## src/rtl/tpr_pkg.sv

```systemverilog
`timescale 1ns / 1ps
// Shared widths, register codes and the queue entry type for the triangle point mapper.
// Used by every module under rtl; depends on nothing.
package tpr_pkg;

  localparam int COORD_W    = 32;              // Q16.16 coordinate
  localparam int DIFF_W     = COORD_W + 1;     // edge and offset differences
  localparam int PROD_W     = 2 * DIFF_W;      // signed products and 2x2 determinants
  localparam int MAG_W      = PROD_W - 1;      // magnitude of a determinant (below 2^65)
  localparam int FRAC_W     = 16;
  localparam int QBITS      = 2 * FRAC_W + 1;  // quotient bits kept before saturation
  localparam int QR_W       = QBITS + 1;       // quotient after rounding
  localparam int EPS_W      = 16;
  localparam int FIFO_DEPTH = 4;
  localparam int FIFO_AW    = 2;
  localparam int ADDR_W     = 3;
  localparam int DATA_W     = 32;

  typedef logic [0:0] reg_idx_t;
  localparam reg_idx_t REG_PIVOT_EPS = 1'b0;

  // One classified item on its way from the front to the back.
  typedef struct packed {
    logic signed [PROD_W-1:0] det;
    logic signed [PROD_W-1:0] num0;
    logic signed [PROD_W-1:0] num1;
    logic                     piv_small;
  } solve_t;

endpackage

```

## src/rtl/tpr_fifo.sv

```systemverilog
`timescale 1ns / 1ps
// Short queue of classified items between the front and the back part.
// Depends on tpr_pkg.
module tpr_fifo (
  input  logic            clk_i,
  input  logic            rst_ni,
  input  logic            push_i,
  input  tpr_pkg::solve_t data_i,
  output logic            full_o,
  input  logic            pop_i,
  output logic            empty_o,
  output tpr_pkg::solve_t data_o
);

  tpr_pkg::solve_t mem_q [tpr_pkg::FIFO_DEPTH];
  logic [tpr_pkg::FIFO_AW-1:0] wr_q, rd_q;
  logic [tpr_pkg::FIFO_AW:0]   cnt_q;

  assign full_o  = cnt_q == (tpr_pkg::FIFO_AW+1)'(tpr_pkg::FIFO_DEPTH);
  assign empty_o = cnt_q == '0;
  assign data_o  = mem_q[rd_q];

  always_ff @(posedge clk_i or negedge rst_ni) begin
    if (!rst_ni) begin
      wr_q  <= '0;
      rd_q  <= '0;
      cnt_q <= '0;
    end else begin
      if (push_i) wr_q <= wr_q + 1'b1;
      if (pop_i)  rd_q <= rd_q + 1'b1;
      cnt_q <= cnt_q + (tpr_pkg::FIFO_AW+1)'(push_i) - (tpr_pkg::FIFO_AW+1)'(pop_i);
    end
  end

  always_ff @(posedge clk_i) begin
    if (push_i) mem_q[wr_q] <= data_i;
  end

  a_no_overflow: assert property (@(posedge clk_i) disable iff (!rst_ni) !(push_i && full_o))
    else $error("queue written while full");
  a_no_underflow: assert property (@(posedge clk_i) disable iff (!rst_ni) !(pop_i && empty_o))
    else $error("queue read while empty");
  a_count_bound: assert property (@(posedge clk_i) disable iff (!rst_ni)
    cnt_q <= (tpr_pkg::FIFO_AW+1)'(tpr_pkg::FIFO_DEPTH))
    else $error("queue count beyond depth");

endmodule

```

## config.mk

```make
export PLATFORM = sky130hd
export DESIGN_NAME = tpr_fifo
export DESIGN_NICKNAME = d
export VERILOG_FILES = /design/src/rtl/tpr_pkg.sv /design/src/rtl/tpr_fifo.sv
export SDC_FILE = /design/constraint.sdc
export NUM_CORES = 1
export LEC_CHECK = 0
export ABC_AREA = 1
export BUFFER_PORTS_ARGS = -buffer_cell sky130_fd_sc_hd__buf_2
export CAP_MARGIN = 20
export CORE_UTILIZATION = 40
export CTS_CLUSTER_DIAMETER = 150
export DETAILED_ROUTE_END_ITERATION = 10
export SYNTH_ARGS = -nofsm -noshare
export SYNTH_HDL_FRONTEND = slang
export SYNTH_SLANG_ARGS = --single-unit
export TNS_END_PERCENT = 10
```

## constraint.sdc

```tcl
create_clock -name clk_i -period 6.7 [get_ports clk_i]
set_clock_uncertainty 0.2 [all_clocks]
set_input_delay 0.67 -clock clk_i [delete_from_list [all_inputs] [get_ports clk_i]]
set_output_delay 0.67 -clock clk_i [all_outputs]
set_load 0.03 [all_outputs]
```

# Yosys cells after proc, flatten, opt, wreduce, memory -nomap -nowiden
# Memory sizes are Yosys's and may differ from the RTL's.
# Index checks and enable logic that the tools add are counted.
# W data, S select, Z words.
# op_classes
addsub	4
n_eq_ne	1
mux	2
reduce_logical	1
# ops
operator	count
$add A2 B1 Y2 const B	2
$add A3 B1 Y3	1
$eq A3 B3 Y1 const B	1
$logic_not A3 Y1	1
$sub A3 B1 Y3	1
$mux W1	2
# totals
regBits	7
ram_bits	796
inputBits	203
out_inout_bits	201
mem_count	1
# mem_list
name	words	width	rd	rd_ports_with_merged_regs	write_ports	line	rtl
mem_q	4	199	1	0	1	tpr_fifo.sv:15	tpr_pkg::solve_t mem_q [tpr_pkg::FIFO_DEPTH];

# Depth between registers and ports, before layout
# depth
word_depth	2
ltp_mapped	10
mapped_depth_nobuf	10

# Least setup slack after synthesis
# OpenSTA, ideal clock, no wires.
# synth_path
path_kind	in2reg
from	input push_i
to	memory mem_q[1][0] in the netlist's numbering (enable)
setup_ns	0.551
arrival_time_ns	4.806
setup_slack_ns	1.143
path_stages	3
n_path_buf	1
path_cell_list	clkbuf_1 -> nand2_1 -> inv_1
# synth_between
elab_chain_cells	2
# synth_rtl
item	line	rtl
start: declaration	tpr_fifo.sv:7	input logic push_i,
$mux W1	tpr_fifo.sv:36	if (push_i) mem_q[wr_q] <= data_i;
$mux W1 (implied by the code)	tpr_fifo.sv:36	
end: declaration	tpr_fifo.sv:15	
# Every way passes these cells.

==> results.ini <==
[status]
status = complete, no violations

[logic_synthesis]
netlist_area_um2 = 33800
synthCells = 3165
ys_warn_count = 0
synth_area_leaders = edfxtp_1, nand2_1, inv_1
synth_cell_types = 16
synth_top_cell_area_share_pct = 70.6
ys_seq_elements = 803
yosysTopAreaCell = edfxtp_1
synthesis.nets = 3375
ys_seq_area_share_pct = 71.1
syn-mean-instance-area_um2 = 10.7

[final_layout]
drive_gt1_share_pct = 14.9
nets = 3748
areaGrowthSynthToFinish_pct = 16.6
fill_cells = 7648
stdcell_count = 4755

[place]
dp.cells = 4581
dpl.hpwl_um = 41500
post-place-ws_ns = 3.11
place_congestion = 0.752
io_buffers = 403

[setup_path]
arrival_ns = 3.37
slowest_delay_ns = 0.76
start_kind = register
cp_slowest_cell = dfrtp_4
path_cells = buf_4 -> buf_4 -> nand3_1 -> nand2_1 -> buf_2
r2r-end = mem_q[2][97]
cp_common_cell = buf_4
crit_buf_inv = 3
r2r_cells = 5
cp.required_ns = 5.83
end_kind = output port
crit_fanout = 68
crit-reg2reg-launch = wr_q[0]
crit_type = reg2out
reg2reg_slack_ns = 3.97
crit_family = buffers and inverters

[sta]
setup_violations = 0
rsz0062_at_grt = no
finalSetupTns_ns = 0
setup_slack_ns = 2.46
fin_crit_sh_pct = 63.4
slew-limit-headroom_pct = 30.1
hold_slack_ns = 0.0596
drv_slew = 0
tightest_slew_ns = 1.05
hold_viol_final = 0
fmax_mhz = 236
period_needed_ns = 4.24

[clock_network]
clockBufferDepth = 3
cts_resized = 0
cts_buffers = 88
htreeDepth = 3
cts-root-buf = clkbuf_16
cts_hold_buffers = 1
cts_sinks = 803
insertion_delay_ns = 0.60
path_clk_slew_ns = 0.06
cts_setup_buffers = 0
cts_tree = built

[floorplan]
rows = 106
io_pins = 404
design.die.area_um2 = 85800
start_util_pct = 40.4
fp.coreArea_um2 = 83700
fp.dieH_um = 293
die_w_um = 293

[drt]
vias_per_cell = 4.50
via_count = 21400
drt_iter0_markers = 1148
drt_wl_total_um = 76300
wl_per_cell_um = 16.0
drc = 0
drtPass1Iterations = 7
ant_nets = 0

[grt]
grt_pass1_vias = 20700
grt_antenna_before_repair = 28
grt.overflow.total = 0
track_usage_pct = 17.7
grt_max_degree = 178
grt_pass1_wl_um = 117000

[run]
drv_cap = 0

[pwr]
power.leakage_nw = 18.2
p_per_area_nw_per_um2 = 475
ir_drop_uv = 340

[hold_path]
min-delay-start = data_i[191]
hold_path_end = mem_q[2][191]
whs_path_depth = 1
hold_path_class = in2reg

sequential cells by signal, indices dropped and copies added, names as in the netlist:
name / cells
wr_q: 2
mem_q: 796
cnt_q: 3
rd_q: 2
worst register-to-register path, delay by kind of cell, from the launching register on:
family,cells,cell delay (ns)
adders and majority gates,1,0.14
buffers and inverters,3,1.31
and+or+nand+nor,1,0.12
DFF,1,0.42
per-stage QoR:
stage,util [%],power (mW),area (µm²)
finish,47.1,18.7,39500
global route,47.1,19.8,39400
CTS,47.1,19.0,39400
detailed placement,43.9,14.5,36700
global placement,43.9,14.4,36700
floorplan,-,12.3,33800
layout by cell type (no fill, tap or decap):
cell type,n
nand2_1,1006
inv_1,804
edfxtp_1,796
buf_2,403
nand3_1,399
clkbuf_16,90
clkinv_1,31
clkbuf_1,15
diode_2,14
clkinv_2,10
buf_12,8
inv_8,7
ha_1,6
dfrtp_1,5
buf_4,5
xor2_1,3
bufinv_16,3
clkinvlp_4,3
nor3_1,2
clkinv_8,2
dfrtp_4,2
o21ai_0,1
fa_1,1
clkinv_16,1
clkinv_4,1
inv_16,1
inv_6,1
dlygate4sd3_1,1
logic make-up after synthesis:
family / Yosys count / share of synthesized area, %
compound gates: 1 / 0.0148
xor+xnor: 3 / 0.0776
fa+ha+maj: 7 / 0.281
buf+inv: 944 / 11.4
flops: 803 / 71.1
simple gates: 1407 / 17.1
area by class of cell:
class	count	area (µm²)	area share (%)
Timing Repair Buffer	417	2220	5.64
Multi-Input combinational cell	1418	5910	15.0
Inverter	810	3090	7.82
Tap cell	1134	1420	3.60
Clock inverter	54	390	0.989
Antenna cell	14	35.0	0.0888
Sequential cell	803	24100	61.0
Clock buffer	105	2310	5.85
worst max-delay path by stage:
stage                        from           to  slack, ns  depth (start not counted)
after floorplan            push_i  mem_q[1][0]       1.14                          3
after global placement    rd_q[1]  data_o[103]       3.15                          5
after detailed placement  rd_q[1]  data_o[104]       3.11                          5
after CTS                 rd_q[1]  data_o[104]       2.41                          5
after global routing      rd_q[1]  data_o[104]       2.28                          5
final                     rd_q[1]  data_o[104]       2.46                          5
Yosys cell counts:
cell and count:
buf_6 26, inv_1 809, buf_2 68, fa_1 1
buf_1 10, xor2_1 3, ha_1 6, nor3_1 2
dfrtp_1 7, nand3_1 399, buf_4 9, clkbuf_1 21
o21ai_0 1, nand2_1 1006, edfxtp_1 796, inv_2 1
where the power goes:
part | total, mW | internal (mW) | switching, mW
Sequential | 6.86 | 6.57 | 0.287
Combinational | 7.36 | 1.79 | 5.58
Clock | 4.50 | 2.58 | 1.92
per-layer routing:
layer  vias up  wire [µm]  track usage (%)
met2       525      36500             29.4
met4        40       1520             4.93
met3       140       6800             6.29
met5         -        253                0
met1     10100      31200             21.6
li1      10600          -                -
Power figures use the tool's default switching activity.
